$ cat src/rtl/mjdcal_pkg.sv
`timescale 1ns / 1ps
`default_nettype none

package mjdcal_pkg;

  // calendar group lengths in days
  localparam int unsigned DAYS_400Y = 146097;
  localparam int unsigned DAYS_100Y = 36524;
  localparam int unsigned DAYS_4Y   = 1461;
  localparam int unsigned DAYS_1Y   = 365;

  // day number span and offset to a day count from 0001-01-01
  localparam int MJD_MAX     = 2973483;
  localparam int DAYS_OFFSET = 678575;

  // reciprocal estimates: the estimate is the true quotient or one below it
  localparam int unsigned Q400_SHIFT = 22;
  localparam int unsigned Q400_RECIP = (1 << Q400_SHIFT) / DAYS_400Y;
  localparam int unsigned Q4_SHIFT   = 16;
  localparam int unsigned Q4_RECIP   = (1 << Q4_SHIFT) / DAYS_4Y;

  // pipeline depth from input register to output register
  localparam int unsigned NUM_STAGES = 9;

  // field widths
  localparam int unsigned DAYNUM_W = 23;
  localparam int unsigned FRAC_W   = 32;
  localparam int unsigned YEAR_W   = 14;
  localparam int unsigned MONTH_W  = 4;
  localparam int unsigned DAY_W    = 5;
  localparam int unsigned HOUR_W   = 5;
  localparam int unsigned MINSEC_W = 6;

  localparam int unsigned IN_DATA_W  = 56;
  localparam int unsigned OUT_DATA_W = 40;

  typedef logic [8:0] yday_t;
  typedef logic [3:0] mon_idx_t;

  // first day of each month within the year, counted from zero
  function automatic yday_t month_start(input mon_idx_t idx, input logic leap);
    yday_t base;
    case (idx)
      4'd0:    base = 9'd0;
      4'd1:    base = 9'd31;
      4'd2:    base = 9'd59;
      4'd3:    base = 9'd90;
      4'd4:    base = 9'd120;
      4'd5:    base = 9'd151;
      4'd6:    base = 9'd181;
      4'd7:    base = 9'd212;
      4'd8:    base = 9'd243;
      4'd9:    base = 9'd273;
      4'd10:   base = 9'd304;
      4'd11:   base = 9'd334;
      default: base = 9'd0;
    endcase
    // february 29 pushes every later month by one day
    if (leap && (idx >= 4'd2)) begin
      base = base + 9'd1;
    end
    return base;
  endfunction

endpackage

`default_nettype wire

$ cat src/rtl/mjd_to_calendar_date_time.sv
// path: an accepted input transaction passes stage registers s0 through s8 before its result drives m_tvalid
// throughput: one transaction per cycle unless m_tready stalls, set by the nine-stage register pipeline
// a stall on m_tready freezes every stage at once, so nothing is lost or repeated
// reset (rst, synchronous, active high) clears the stage valid bits only
`timescale 1ns / 1ps
`default_nettype none

module mjd_to_calendar_date_time
  import mjdcal_pkg::*;
(
  input  wire logic                  clk,
  input  wire logic                  rst,
  input  wire logic                  s_tvalid,
  output logic                       s_tready,
  // day_number [22:0], day_fraction [54:23], zero [55]
  input  wire logic [IN_DATA_W-1:0]  s_tdata,
  output logic                       m_tvalid,
  input  wire logic                  m_tready,
  // year [13:0], month [17:14], day [22:18], hour [27:23], minute [33:28], second [39:34]
  output logic [OUT_DATA_W-1:0]      m_tdata,
  // out_of_range [0]
  output logic                       m_tuser
);

  logic [NUM_STAGES-1:0] valid;
  logic                  en;

  // stage 0: day count and range check
  logic [21:0]           s0_days;
  logic                  s0_bad;
  logic [FRAC_W-1:0]     s0_frac;
  // stage 1: 400-year estimate, hour
  logic [21:0]           s1_days;
  logic [4:0]            s1_q400;
  logic                  s1_bad;
  logic [HOUR_W-1:0]     s1_hour;
  logic [FRAC_W-1:0]     s1_frac;
  // stage 2: 400-year correction, minute
  logic [17:0]           s2_rem;
  logic [4:0]            s2_q400;
  logic                  s2_bad;
  logic [HOUR_W-1:0]     s2_hour;
  logic [MINSEC_W-1:0]   s2_minute;
  logic [FRAC_W-1:0]     s2_frac;
  // stage 3: 100-year split, second
  logic [15:0]           s3_rem;
  logic [1:0]            s3_q100;
  logic [YEAR_W-1:0]     s3_year;
  logic                  s3_bad;
  logic [HOUR_W-1:0]     s3_hour;
  logic [MINSEC_W-1:0]   s3_minute;
  logic [MINSEC_W-1:0]   s3_second;
  // stage 4: 4-year estimate
  logic [15:0]           s4_rem;
  logic [4:0]            s4_q4;
  logic [1:0]            s4_q100;
  logic [YEAR_W-1:0]     s4_year;
  logic                  s4_bad;
  logic [HOUR_W-1:0]     s4_hour;
  logic [MINSEC_W-1:0]   s4_minute;
  logic [MINSEC_W-1:0]   s4_second;
  // stage 5: 4-year correction
  logic [10:0]           s5_rem;
  logic [4:0]            s5_q4;
  logic [1:0]            s5_q100;
  logic [YEAR_W-1:0]     s5_year;
  logic                  s5_bad;
  logic [HOUR_W-1:0]     s5_hour;
  logic [MINSEC_W-1:0]   s5_minute;
  logic [MINSEC_W-1:0]   s5_second;
  // stage 6: 1-year split and leap flag
  yday_t                 s6_rem;
  logic                  s6_leap;
  logic [YEAR_W-1:0]     s6_year;
  logic                  s6_bad;
  logic [HOUR_W-1:0]     s6_hour;
  logic [MINSEC_W-1:0]   s6_minute;
  logic [MINSEC_W-1:0]   s6_second;
  // stage 7: month index
  yday_t                 s7_rem;
  mon_idx_t              s7_mon;
  logic                  s7_leap;
  logic [YEAR_W-1:0]     s7_year;
  logic                  s7_bad;
  logic [HOUR_W-1:0]     s7_hour;
  logic [MINSEC_W-1:0]   s7_minute;
  logic [MINSEC_W-1:0]   s7_second;
  // stage 8: output register
  logic [YEAR_W-1:0]     s8_year;
  logic [MONTH_W-1:0]    s8_month;
  logic [DAY_W-1:0]      s8_day;
  logic                  s8_bad;
  logic [HOUR_W-1:0]     s8_hour;
  logic [MINSEC_W-1:0]   s8_minute;
  logic [MINSEC_W-1:0]   s8_second;

  // whole pipeline advances unless a finished result is held back
  assign en       = !valid[NUM_STAGES-1] || m_tready;
  assign s_tready = en;
  assign m_tvalid = valid[NUM_STAGES-1];
  assign m_tdata  = {s8_second, s8_minute, s8_hour, s8_day, s8_month, s8_year};
  assign m_tuser  = s8_bad;

  // stage 0 logic: offset to days since 0001-01-01
  logic signed [DAYNUM_W-1:0] in_mjd;
  logic signed [23:0]         in_since;
  logic                       in_bad;

  always_comb begin
    in_mjd   = $signed(s_tdata[DAYNUM_W-1:0]);
    in_since = 24'(in_mjd) + 24'(DAYS_OFFSET);
    in_bad   = (in_mjd > DAYNUM_W'(MJD_MAX)) || in_since[23];
  end

  // stage 1 logic: reciprocal estimate of the 400-year count, hour product
  logic [26:0] p400;
  logic [36:0] t_hour;

  always_comb begin
    p400   = 27'(s0_days) * 27'(Q400_RECIP);
    t_hour = 37'(s0_frac) * 37'd24;
  end

  // stage 2 logic: remainder with one correction step, minute product
  logic [22:0] prod400;
  logic [22:0] rem400_est;
  logic [17:0] rem400;
  logic [4:0]  q400_fix;
  logic [37:0] t_min;

  always_comb begin
    prod400    = 23'(s1_q400) * 23'(DAYS_400Y);
    rem400_est = {1'b0, s1_days} - prod400;
    if (rem400_est >= 23'(DAYS_400Y)) begin
      rem400   = 18'(rem400_est - 23'(DAYS_400Y));
      q400_fix = s1_q400 + 5'd1;
    end else begin
      rem400   = rem400_est[17:0];
      q400_fix = s1_q400;
    end
    t_min = 38'(s1_frac) * 38'd60;
  end

  // stage 3 logic: 100-year count clamps at three, second product
  logic [1:0]  q100;
  logic [17:0] rem100;
  logic [37:0] t_sec;

  always_comb begin
    if (s2_rem >= 18'(3 * DAYS_100Y)) begin
      q100 = 2'd3;
    end else if (s2_rem >= 18'(2 * DAYS_100Y)) begin
      q100 = 2'd2;
    end else if (s2_rem >= 18'(DAYS_100Y)) begin
      q100 = 2'd1;
    end else begin
      q100 = 2'd0;
    end
    rem100 = s2_rem - 18'(q100) * 18'(DAYS_100Y);
    t_sec  = 38'(s2_frac) * 38'd60;
  end

  // stage 4 logic: reciprocal estimate of the 4-year count
  logic [21:0] p4;

  always_comb begin
    p4 = 22'(s3_rem) * 22'(Q4_RECIP);
  end

  // stage 5 logic: 4-year remainder with one correction step
  logic [16:0] rem4_est;
  logic [10:0] rem4;
  logic [4:0]  q4_fix;

  always_comb begin
    rem4_est = {1'b0, s4_rem} - 17'(s4_q4) * 17'(DAYS_4Y);
    if (rem4_est >= 17'(DAYS_4Y)) begin
      rem4   = 11'(rem4_est - 17'(DAYS_4Y));
      q4_fix = s4_q4 + 5'd1;
    end else begin
      rem4   = rem4_est[10:0];
      q4_fix = s4_q4;
    end
  end

  // stage 6 logic: 1-year count clamps at three, centuries other than the fourth skip leap
  logic [1:0]  q1;
  logic [10:0] rem1;
  logic        leap;

  always_comb begin
    if (s5_rem >= 11'(3 * DAYS_1Y)) begin
      q1 = 2'd3;
    end else if (s5_rem >= 11'(2 * DAYS_1Y)) begin
      q1 = 2'd2;
    end else if (s5_rem >= 11'(DAYS_1Y)) begin
      q1 = 2'd1;
    end else begin
      q1 = 2'd0;
    end
    rem1 = s5_rem - 11'(q1) * 11'(DAYS_1Y);
    leap = (q1 == 2'd3) && !((s5_q4 == 5'd24) && (s5_q100 != 2'd3));
  end

  // stage 7 logic: month index counts the month starts already passed
  mon_idx_t mon_cnt;

  always_comb begin
    mon_cnt = '0;
    for (int k = 1; k < 12; k++) begin
      if (s6_rem >= month_start(mon_idx_t'(k), s6_leap)) begin
        mon_cnt = mon_cnt + 4'd1;
      end
    end
  end

  // stage 8 logic: day of month, date fields zeroed when out of span
  yday_t day_off;

  always_comb begin
    day_off = s7_rem - month_start(s7_mon, s7_leap) + 9'd1;
  end

  // valid bits
  always_ff @(posedge clk) begin
    if (rst) begin
      valid <= '0;
    end else if (en) begin
      valid <= {valid[NUM_STAGES-2:0], s_tvalid};
    end
  end

  // payload registers
  always_ff @(posedge clk) begin
    if (en) begin
      s0_days   <= in_since[21:0];
      s0_bad    <= in_bad;
      s0_frac   <= s_tdata[DAYNUM_W +: FRAC_W];

      s1_days   <= s0_days;
      s1_q400   <= p400[Q400_SHIFT +: 5];
      s1_bad    <= s0_bad;
      s1_hour   <= t_hour[FRAC_W +: HOUR_W];
      s1_frac   <= t_hour[FRAC_W-1:0];

      s2_rem    <= rem400;
      s2_q400   <= q400_fix;
      s2_bad    <= s1_bad;
      s2_hour   <= s1_hour;
      s2_minute <= t_min[FRAC_W +: MINSEC_W];
      s2_frac   <= t_min[FRAC_W-1:0];

      s3_rem    <= rem100[15:0];
      s3_q100   <= q100;
      s3_year   <= YEAR_W'(s2_q400) * YEAR_W'(400) + YEAR_W'(q100) * YEAR_W'(100);
      s3_bad    <= s2_bad;
      s3_hour   <= s2_hour;
      s3_minute <= s2_minute;
      s3_second <= t_sec[FRAC_W +: MINSEC_W];

      s4_rem    <= s3_rem;
      s4_q4     <= p4[Q4_SHIFT +: 5];
      s4_q100   <= s3_q100;
      s4_year   <= s3_year;
      s4_bad    <= s3_bad;
      s4_hour   <= s3_hour;
      s4_minute <= s3_minute;
      s4_second <= s3_second;

      s5_rem    <= rem4;
      s5_q4     <= q4_fix;
      s5_q100   <= s4_q100;
      s5_year   <= s4_year + YEAR_W'({q4_fix, 2'b00});
      s5_bad    <= s4_bad;
      s5_hour   <= s4_hour;
      s5_minute <= s4_minute;
      s5_second <= s4_second;

      s6_rem    <= rem1[8:0];
      s6_leap   <= leap;
      s6_year   <= s5_year + YEAR_W'(q1) + YEAR_W'(1);
      s6_bad    <= s5_bad;
      s6_hour   <= s5_hour;
      s6_minute <= s5_minute;
      s6_second <= s5_second;

      s7_rem    <= s6_rem;
      s7_mon    <= mon_cnt;
      s7_leap   <= s6_leap;
      s7_year   <= s6_year;
      s7_bad    <= s6_bad;
      s7_hour   <= s6_hour;
      s7_minute <= s6_minute;
      s7_second <= s6_second;

      s8_year   <= s7_bad ? '0 : s7_year;
      s8_month  <= s7_bad ? '0 : s7_mon + 4'd1;
      s8_day    <= s7_bad ? '0 : day_off[DAY_W-1:0];
      s8_bad    <= s7_bad;
      s8_hour   <= s7_hour;
      s8_minute <= s7_minute;
      s8_second <= s7_second;
    end
  end

endmodule

`default_nettype wire
$ cat config.mk
export PLATFORM = sky130hd
export DESIGN_NAME = mjd_to_calendar_date_time
export DESIGN_NICKNAME = d
export VERILOG_FILES = /design/src/rtl/mjdcal_pkg.sv /design/src/rtl/mjd_to_calendar_date_time.sv
export SDC_FILE = /design/constraint.sdc
export NUM_CORES = 1
export LEC_CHECK = 0
export ABC_AREA = 1
export ABC_CLOCK_PERIOD_IN_PS = 11600
export BUFFER_PORTS_ARGS = -buffer_cell sky130_fd_sc_hd__buf_2
export CAP_MARGIN = 20
export CORE_MARGIN = 10
export CORE_UTILIZATION = 55
export DETAILED_ROUTE_END_ITERATION = 12
export GPL_TIMING_DRIVEN = 0
export PLACE_DENSITY = 0.72
export SYNTH_ARGS = -nofsm -noshare
export SYNTH_HDL_FRONTEND = slang
export SYNTH_SLANG_ARGS = --single-unit
export TNS_END_PERCENT = 100
$ cat constraint.sdc
create_clock -name clk -period 11.6 [get_ports clk]
set_clock_uncertainty 0.1 [all_clocks]
set_input_delay 1.16 -clock clk [delete_from_list [all_inputs] [get_ports clk]]
set_output_delay 1.16 -clock clk [all_outputs]
set_load 0.03 [all_outputs]
==> results of run 1 <==
metrics by stage:
stage | utilization | cells | instance area [um^2] | hold slack [ns]
after floorplan | - | 3023 | 32100 | 0.300
after global placement | 0.581 | 3888 | 33600 | 0.301
after detailed placement | 0.583 | 3891 | 33700 | 0.305
after CTS | 0.612 | 3982 | 35400 | 0.311
after global routing | 0.612 | 3982 | 35400 | 0.320
final | 0.612 | 3982 | 35400 | 0.310
cell usage in the layout (no fill, tap or decap), drive strengths merged, types with 57 or more instances in the layout:
| cell type | synthesis | layout |
|---|---|---|
| a21oi | 210 | 210 |
| buf | 15 | 118 |
| clkbuf | 3 | 57 |
| edfxtp | 449 | 449 |
| fa | 190 | 190 |
| ha | 351 | 351 |
| inv | 510 | 511 |
| nand2 | 470 | 470 |
| nand3 | 126 | 126 |
| nor2 | 166 | 166 |
| o21ai | 98 | 98 |
| xor2 | 170 | 170 |
registers in the layout (all words and copies together), names as in the netlist, 14 cells and up, named ones only:
register and count:
s3_rem 16, s7_year 14, s2_rem 18, s2_frac 27, s4_rem 16, s1_frac 29
s8_year 14, s6_year 14, s0_frac 32, s0_days 22, s1_days 22
path summary, 6_finish.rpt:
kind	slack (ns)	depth (start not counted)	endpoint	from
setup reg to reg	4.07	42	flip-flop	s6_rem[1]
hold / removal	0.31	0	s5_second[1]	s4_second[1]
setup / recovery	4.07	42	flip-flop	s6_rem[1]
hold reg to reg	0.31	0	s5_second[1]	s4_second[1]
kinds of logic (layout without fill, tap and decap cells):
kind of cell	count (synthesis)	count (layout)
buffers and inverters	530	724
XOR/XNOR	213	213
AO/OA/AOI/OAI	408	408
flip-flops	463	463
adder cells (fa/ha/maj)	541	541
AND/OR/NAND/NOR	868	868
final cells by class:
type,instances,area (um^2),share of cell area
multi-input combinational,2030,16300,0.461
sequential,463,13800,0.389
inverter,512,1920,0.0543
clock buffer,54,1280,0.0360
tap,765,957,0.0270
timing repair buffer,103,583,0.0165
clock inverter,37,447,0.0126
buffer,18,118,0.00332
critical path: cells and delay by family (launching register included):
family	cells	cell delay (ns)
simple gates	23	2.60
buf+inv	6	0.39
fa+ha+maj	11	3.20
flops	1	0.59
compound gates	2	0.53
per-layer routing:
| metal | share of wire | vias to the layer above | track usage |
|---|---|---|---|
| met5 | 0 | - | 0 |
| met4 | 0.023 | 0 | 0.0453 |
| met3 | 0.035 | 97 | 0.0249 |
| met2 | 0.50 | 358 | 0.297 |
| met1 | 0.44 | 9813 | 0.200 |
| li1 | - | 10500 | - |
==> reports/results.ini, run 1 <==
[cts]
cts_sinks = 463
clkTransAtPathRegs_ns = 0.07
root_buffer = clkbuf_16
cts_resized = 0
htree_levels = 2
postCtsSetupBuffers = 0
cts_tree = done
clk_latency_ns = 0.59
numCtsBuffers = 50
cts_buffer_depth = 3
holdBufCountCts = 0

[floorplan]
core-area_um2 = 57800
dieArea_um2 = 68500
fp.dieW_um = 262
initial_core_util = 0.556
rows = 88
ios = 103
die_h_um = 262

[status]
status = finished clean

[sta]
min_period_over_period = 0.649
slew_violations = 0
rsz0062_at_grt = no
tns_ns = 0
setup_viol = 0
worst_slack_ns = 4.07
period_minus_slack_ns = 7.53
hold_viol = 0
worstMarginPinSlew_ns = 0.958
max-slew-margin-rel = 0.353
max_freq_mhz = 133

[worst_setup_path]
cp_common_cell = nand2_1
worstPathArrival_ns = 7.90
worstPathRequired_ns = 11.96
critPathKind = reg2reg
max_stage_delay_ns = 0.59
crit_fanout = 10
startpoint_type = flip-flop
critPathSlowestCell = edfxtp_1
cp-end-kind = flip-flop

[grt]
grt_pass1_wl_um = 95700
first_global_vias = 21500
grt_overflow = 0
grt_max_degree = 138
grt_usage = 0.164
antenna_found_initial = 0

[yosys]
synthMuxAreaShare = 0
synth_cells = 3023
synth_adder_area_share = 0.255
synth_area_leaders = edfxtp_1 42%, ha_1 14%, fa_1 12%
netlist_top_cells_count = 499 x inv_1, 449 x edfxtp_1, 431 x nand2_1
ys_dominant_reg_cell = edfxtp_1
synth.ff_latch_count = 463
ys.warnings.count = 0
synth_top_family_by_area = adder cells
yosysTopAreaCellShare = 0.420
synth_xor_area_frac = 0.0589
yosys.area_share.simple = 0.122
async_flop_share = 0
yosysSeqAreaShare = 0.428
syn_avg_cell_area_um2 = 10.6
yosys.area.top_type = edfxtp_1
synth-edff-count = 449
syn_nets = 3624
synth_compound_area_frac = 0.0728
synth_area_um2 = 32100
ys_types = 64
yosysMostFrequentCell = inv_1

[layout]
diodes = 0
fillCellCount = 4584
nets = 3779
drive_gt1_frac = 0.0901
areaGrowthSynthToFinish_pct = 10.2

[routing]
vias = 20800
antenna_left = 0
drt_wl_total_um = 54400
via_per_inst = 5.22
drt_pass1_iterations = 6
wl_per_cell_um = 13.7
drc = 0
drt_iter0_drc = 870

[run]
drv_cap = 0

[placed_design]
place_hpwl_um = 42200
gp_congestion = 0.883
io_buffers = 100
pre_cts_slack_ns = 4.10

[hold_path]
hold_path.class = reg2reg

Power of run 1 is left out: the tool's default activity adds up to more than one toggle a clock period on the data nets, which glitch-free logic cannot reach.
==> run 2: changes to the inputs <==
ABC_AREA = 0   (was 1)
ABC_CLOCK_PERIOD_IN_PS = 6700   (was 11600)
PLACE_DENSITY = 0.75   (was 0.72)
clock period = 6.7 ns   (was 11.6 ns; I/O delays follow)
==> run 2 against run 1 <==
  * The flow now finishes with violations (negative setup slack)
  * Non-clock buffer count increased by 33
  * Sequential share of layout area increased by 0.84 points
  * Synthesized cell count is 17% lower
  * First-iteration DRC count fell by 13%
  * Maximum frequency is 4.1% higher
  * Wire length down 2.8%
  * Highest routed layer unchanged
==> reports/results.ini, run 2 <==
[status]
status = complete, but fails checks
violations = negative setup slack

[routing]
drt_wl_total_um = 52900
vias = 18500
drt_pass1_iterations = 5
via_per_inst = 5.33
drt_iter0_drc = 759
drc = 0
wl_per_cell_um = 15.2
antenna_left = 0

[grt]
grt_overflow = 0
first_global_vias = 19600
antenna_found_initial = 0
grt_pass1_wl_um = 90300
grt_max_degree = 191
grt_usage = 0.161

[run]
drv_cap = 0

[yosys]
ys.warnings.count = 0
synth-edff-count = 449
syn_nets = 3103
ys_types = 96
ys_dominant_reg_cell = edfxtp_1
synth_area_um2 = 31000
yosysSeqAreaShare = 0.445
netlist_top_cells_count = 449 x edfxtp_1, 351 x ha_1, 334 x inv_1
yosysMostFrequentCell = edfxtp_1
synth.ff_latch_count = 463
synth_area_leaders = edfxtp_1 44%, ha_1 14%, fa_1 12%
synth_cells = 2502
syn_avg_cell_area_um2 = 12.4
async_flop_share = 0
yosysTopAreaCellShare = 0.436
yosys.area.top_type = edfxtp_1

[layout]
finalInstanceArea_um2 = 34700
regMostFlops = s0_frac
reg.largest.list = s0_frac x32, s1_frac x29, s2_frac x27
drive_gt1_frac = 0.113
final_cell_mix = 449 x edfxtp_1, 338 x ha_1, 331 x inv_1, 190 x fa_1, 152 x xnor2_1
final_common_cell = edfxtp_1
areaGrowthSynthToFinish_pct = 12.0
fillCellCount = 4210
largest_register_ffs = 32
diodes = 0
nets = 3294

[sta]
period_minus_slack_ns = 7.24
setup_viol = 5
max-slew-margin-rel = 0.254
hold_ws_ns = 0.143
max_freq_mhz = 138
min_period_over_period = 1.08
hold_viol = 0
rsz0062_at_grt = yes
slew_violations = 0
worstMarginPinSlew_ns = 1.12
worst_slack_ns = -0.537

[cts]
htree_levels = 2
clkTransAtPathRegs_ns = 0.06
cts_tree = done
root_buffer = clkbuf_16
holdBufCountCts = 0
cts_buffer_depth = 3
clk_latency_ns = 0.60
cts_sinks = 463
numCtsBuffers = 50

[worst_setup_path]
rrSetupSlack_ns = -0.54
startpoint_type = flip-flop
cp_common_cell = ha_4
max_stage_delay_ns = 0.52
worstRegToRegCells = 33
critPathKind = reg2reg
crit_family = adder cells
crit_fanout = 5
critPathBufInv = 3
worstPathArrival_ns = 7.66
rr_startpoint = s6_rem[1]
worstPathRequired_ns = 7.12
cp-end-kind = flip-flop
critPathSlowestCell = edfxtp_1

[floorplan]
fp.dieW_um = 257
dieArea_um2 = 66200
core-area_um2 = 55400
ios = 103
die_h_um = 257
rows = 86
initial_core_util = 0.559

[placed_design]
io_buffers = 100
dpl_cell_area_um2 = 32600
place_hpwl_um = 39500
gp_congestion = 0.847

[hold_path]
min_delay_path_depth = 1
hp-start = s_tdata[25]
min_to = s0_frac[2]
hold_path.class = in2reg

==> run 2: cell families after synthesis <==
group / count (synthesis) / share of synthesized area
AOI/OAI and AO/OA: 478 / 0.104
muxes: 19 / 0.00703
DFF: 463 / 0.445
buffers and inverters: 349 / 0.0429
xor gates and xnor gates: 235 / 0.0701
adders and majority gates: 541 / 0.265
and+or+nand+nor: 417 / 0.0670
==> run 2: area by class of cell <==
type / count / area [um^2] / share of cell area
inverters: 334 / 1250 / 0.0362
repair buffers: 139 / 838 / 0.0242
plain buffers: 15 / 98.8 / 0.00285
multi-input cells: 1690 / 16200 / 0.467
clock buffers: 60 / 1290 / 0.0372
flip-flops and latches: 463 / 13800 / 0.397
clock inverters: 31 / 279 / 0.00805
well taps: 748 / 936 / 0.0270
==> run 2: timing repair <==
action	in CTS	in global routing
endpoints found under the hold margin	0	0
pin swaps	21	12
buffers inserted	31	6
gates resized for setup	18	26
endpoints found under the setup margin	16	15
==> run 2: how the worst max path moves through the flow <==
stage | from | end | slack, ns | cells past startpoint
2_1_floorplan | s6_leap | flip-flop | -0.40 | 33
3_3_place_gp | s6_rem[1] | flip-flop | -0.80 | 32
3_5_place_dp | s6_leap | flip-flop | -1.03 | 33
4_1_cts | s6_leap | flip-flop | -0.67 | 33
5_1_grt | s6_leap | flip-flop | -0.81 | 34
6_report | s6_rem[1] | flip-flop | -0.54 | 33
==> run 2: worst reg2reg max path: cells and delay by family (launching register included) <==
kind / cells / cell delay [ns]
buffers and inverters: 3 / 0.40
AO/OA/AOI/OAI: 10 / 1.61
flip-flops: 1 / 0.52
adder cells (fa/ha/maj): 10 / 2.41
AND/OR/NAND/NOR: 3 / 0.33
XOR/XNOR: 1 / 0.16
multiplexers: 6 / 1.65
==> run 2: metrics by stage <==
stage / instances / utilization / setup TNS, ns / setup WS, ns
after global placement: 3350 / 0.587 / -7.00 / -0.803
final: 3480 / 0.625 / -2.55 / -0.537
after detailed placement: 3352 / 0.589 / -9.13 / -1.03
after CTS: 3474 / 0.623 / -2.99 / -0.670
after global routing: 3480 / 0.625 / -4.20 / -0.808
after floorplan: 2502 / - / -1.81 / -0.396
==> run 2: metal layers <==
metal | part of all wire | vias up | track usage
li1 | - | 9246 | -
met5 | 0 | - | 0
met1 | 0.41 | 9006 | 0.183
met4 | 0.020 | 0 | 0.0459
met3 | 0.033 | 73 | 0.0276
met2 | 0.53 | 212 | 0.304
Power of run 2 is left out for the same reason.
==> run 3: changes to the inputs <==
ABC_CLOCK_PERIOD_IN_PS = 8450   (was 6700)
CELL_PAD_IN_SITES_DETAIL_PLACEMENT = 1   (was not set)
CELL_PAD_IN_SITES_GLOBAL_PLACEMENT = 2   (was not set)
CORE_UTILIZATION = 48   (was 55)
PLACE_DENSITY = not set   (was 0.75)
PLACE_DENSITY_LB_ADDON = 0.1   (was not set)
clock period = 8.45 ns   (was 6.7 ns; I/O delays follow)
==> run 3 against run 2 <==
  * The flow now finishes without violations
  * Non-clock buffer count shrank 20
  * Sequential share of layout area barely moved
  * Final cell count rose by 2.8%
  * Via count increased by 0.57%
  * Register-to-register slack better by 0.92 ns
  * Worst hold slack gained 0.17 ns
  * Flip-flop and latch count unchanged
==> reports/results.ini, run 3 (synthesis gave the netlist of run 2 again) <==
[hold_path]
min_to = s3_hour[1]
min_delay_path_depth = 0
hp-start = s2_hour[1]
hold_path.class = reg2reg

[cts]
clkTransAtPathRegs_ns = 0.06
cts_buffer_depth = 3
htree_levels = 2
holdBufCountCts = 0
clk_latency_ns = 0.59
root_buffer = clkbuf_16
numCtsBuffers = 55
cts_tree = done
cts_sinks = 463

[worst_setup_path]
crit_fanout = 6
cp-end-kind = flip-flop
worstRegToRegCells = 33
critPathKind = reg2reg
worstPathArrival_ns = 8.45
crit_family = adder cells
rrSetupSlack_ns = 0.38
startpoint_type = flip-flop
cp_common_cell = ha_1
max_stage_delay_ns = 0.48
critPathBufInv = 4
rr_startpoint = s6_leap
critPathSlowestCell = edfxtp_1
worstPathRequired_ns = 8.83

[sta]
min_period_over_period = 0.955
worstMarginPinSlew_ns = 0.963
setup_viol = 0
max_freq_mhz = 124
hold_viol = 0
slew_violations = 0
max-slew-margin-rel = 0.348
period_minus_slack_ns = 8.07

[placed_design]
dp.cells = 3461
io_buffers = 100
gp_congestion = 0.813
place_hpwl_um = 44900

[routing]
drt_iter0_drc = 755
wl_per_cell_um = 16.4
via_per_inst = 5.21
antenna_left = 0
drt_wl_total_um = 58600
drt_pass1_iterations = 4
drc = 0
vias = 18600

[grt]
grt_usage = 0.160
first_global_vias = 20700
antenna_found_initial = 0
grt_max_degree = 111
grt_pass1_wl_um = 100000
grt_overflow = 0

[floorplan]
die_h_um = 274
rows = 93
fp.dieW_um = 274
ios = 103
core-area_um2 = 64100
initial_core_util = 0.483
dieArea_um2 = 75000

[layout]
nets = 3279
diodes = 0
final_cell_mix = 449 x edfxtp_1, 347 x ha_1, 332 x inv_1, 190 x fa_1, 154 x xnor2_1
areaGrowthSynthToFinish_pct = 12.1
regMostFlops = s0_frac
fin_util = 0.541
largest_register_ffs = 32
fillCellCount = 6502
final_common_cell = edfxtp_1
reg.largest.list = s0_frac x32, s1_frac x29, s2_frac x27
drive_gt1_frac = 0.0977
finalNonFillerCells = 3577

[status]
status = finished clean

[run]
drv_cap = 0

[run 3: cell count changes in the layout (fill, tap and decap cells not counted), sizes merged]
cell    previous run  this run
buf              144       125
inv              338       335
bufinv             3         8
clkbuf            70        81
clkinv            21        17
[run 3: worst register-to-register path: cells and delay by family, from the launching register on]
| family | cells | cell delay, ns |
|---|---|---|
| XOR/XNOR | 1 | 0.17 |
| flip-flops | 1 | 0.48 |
| adder cells (fa/ha/maj) | 11 | 3.16 |
| buffers and inverters | 4 | 0.49 |
| AO/OA/AOI/OAI | 7 | 1.26 |
| multiplexers | 6 | 1.70 |
| AND/OR/NAND/NOR | 4 | 0.59 |
[run 3: worst max path at each step]
stage               startpoint   endpoint  slack, ns  depth (start not counted)
global route           s6_leap  flip-flop      -0.03                         33
floorplan             m_tready  flip-flop       0.29                          5
detailed placement     s6_leap  flip-flop      -0.27                         34
CTS                    s6_leap  flip-flop        0.1                         34
global placement      m_tready   s_tready      -2.58                          5
finish                 s6_leap  flip-flop       0.38                         33
[run 3: cell type report]
class	instances	area, um^2	area share
tap	855	1070	0.0308
clock inverter	29	362	0.0104
multi-input combinational	1690	15900	0.459
buffer	15	83.8	0.00242
sequential	463	13800	0.397
clock buffer	72	1490	0.0430
timing repair buffer	119	724	0.0209
inverter	334	1250	0.0361
[run 3: metrics by stage]
stage | worst slack (ns) | instance area, um^2 | TNS (ns) | hold WS [ns]
final | 0.381 | 34700 | 0 | 0.312
after floorplan | 0.291 | 31000 | 0 | 0.300
after global routing | -0.0347 | 34700 | -0.0793 | 0.278
after detailed placement | -0.271 | 32600 | -0.972 | 0.305
after CTS | 0.0975 | 34500 | 0 | 0.280
after global placement | -2.58 | 32500 | -577.11 | 0.301
[run 3: repair_timing]
item,4_1_cts,5_1_grt
resized for setup,2,14
setup endpoints to repair,5,5
setup buffers,1,13
pin swaps,1,6
[run 3: metal layers]
metal  up-vias  global-route usage  wire [um]
met5         -                   0          0
met1      9205               0.193      25500
met2       174               0.294      30200
met3        85              0.0237       1760
li1       9178                   -          -
met4         0              0.0393       1150
Power of run 3 is left out for the same reason.
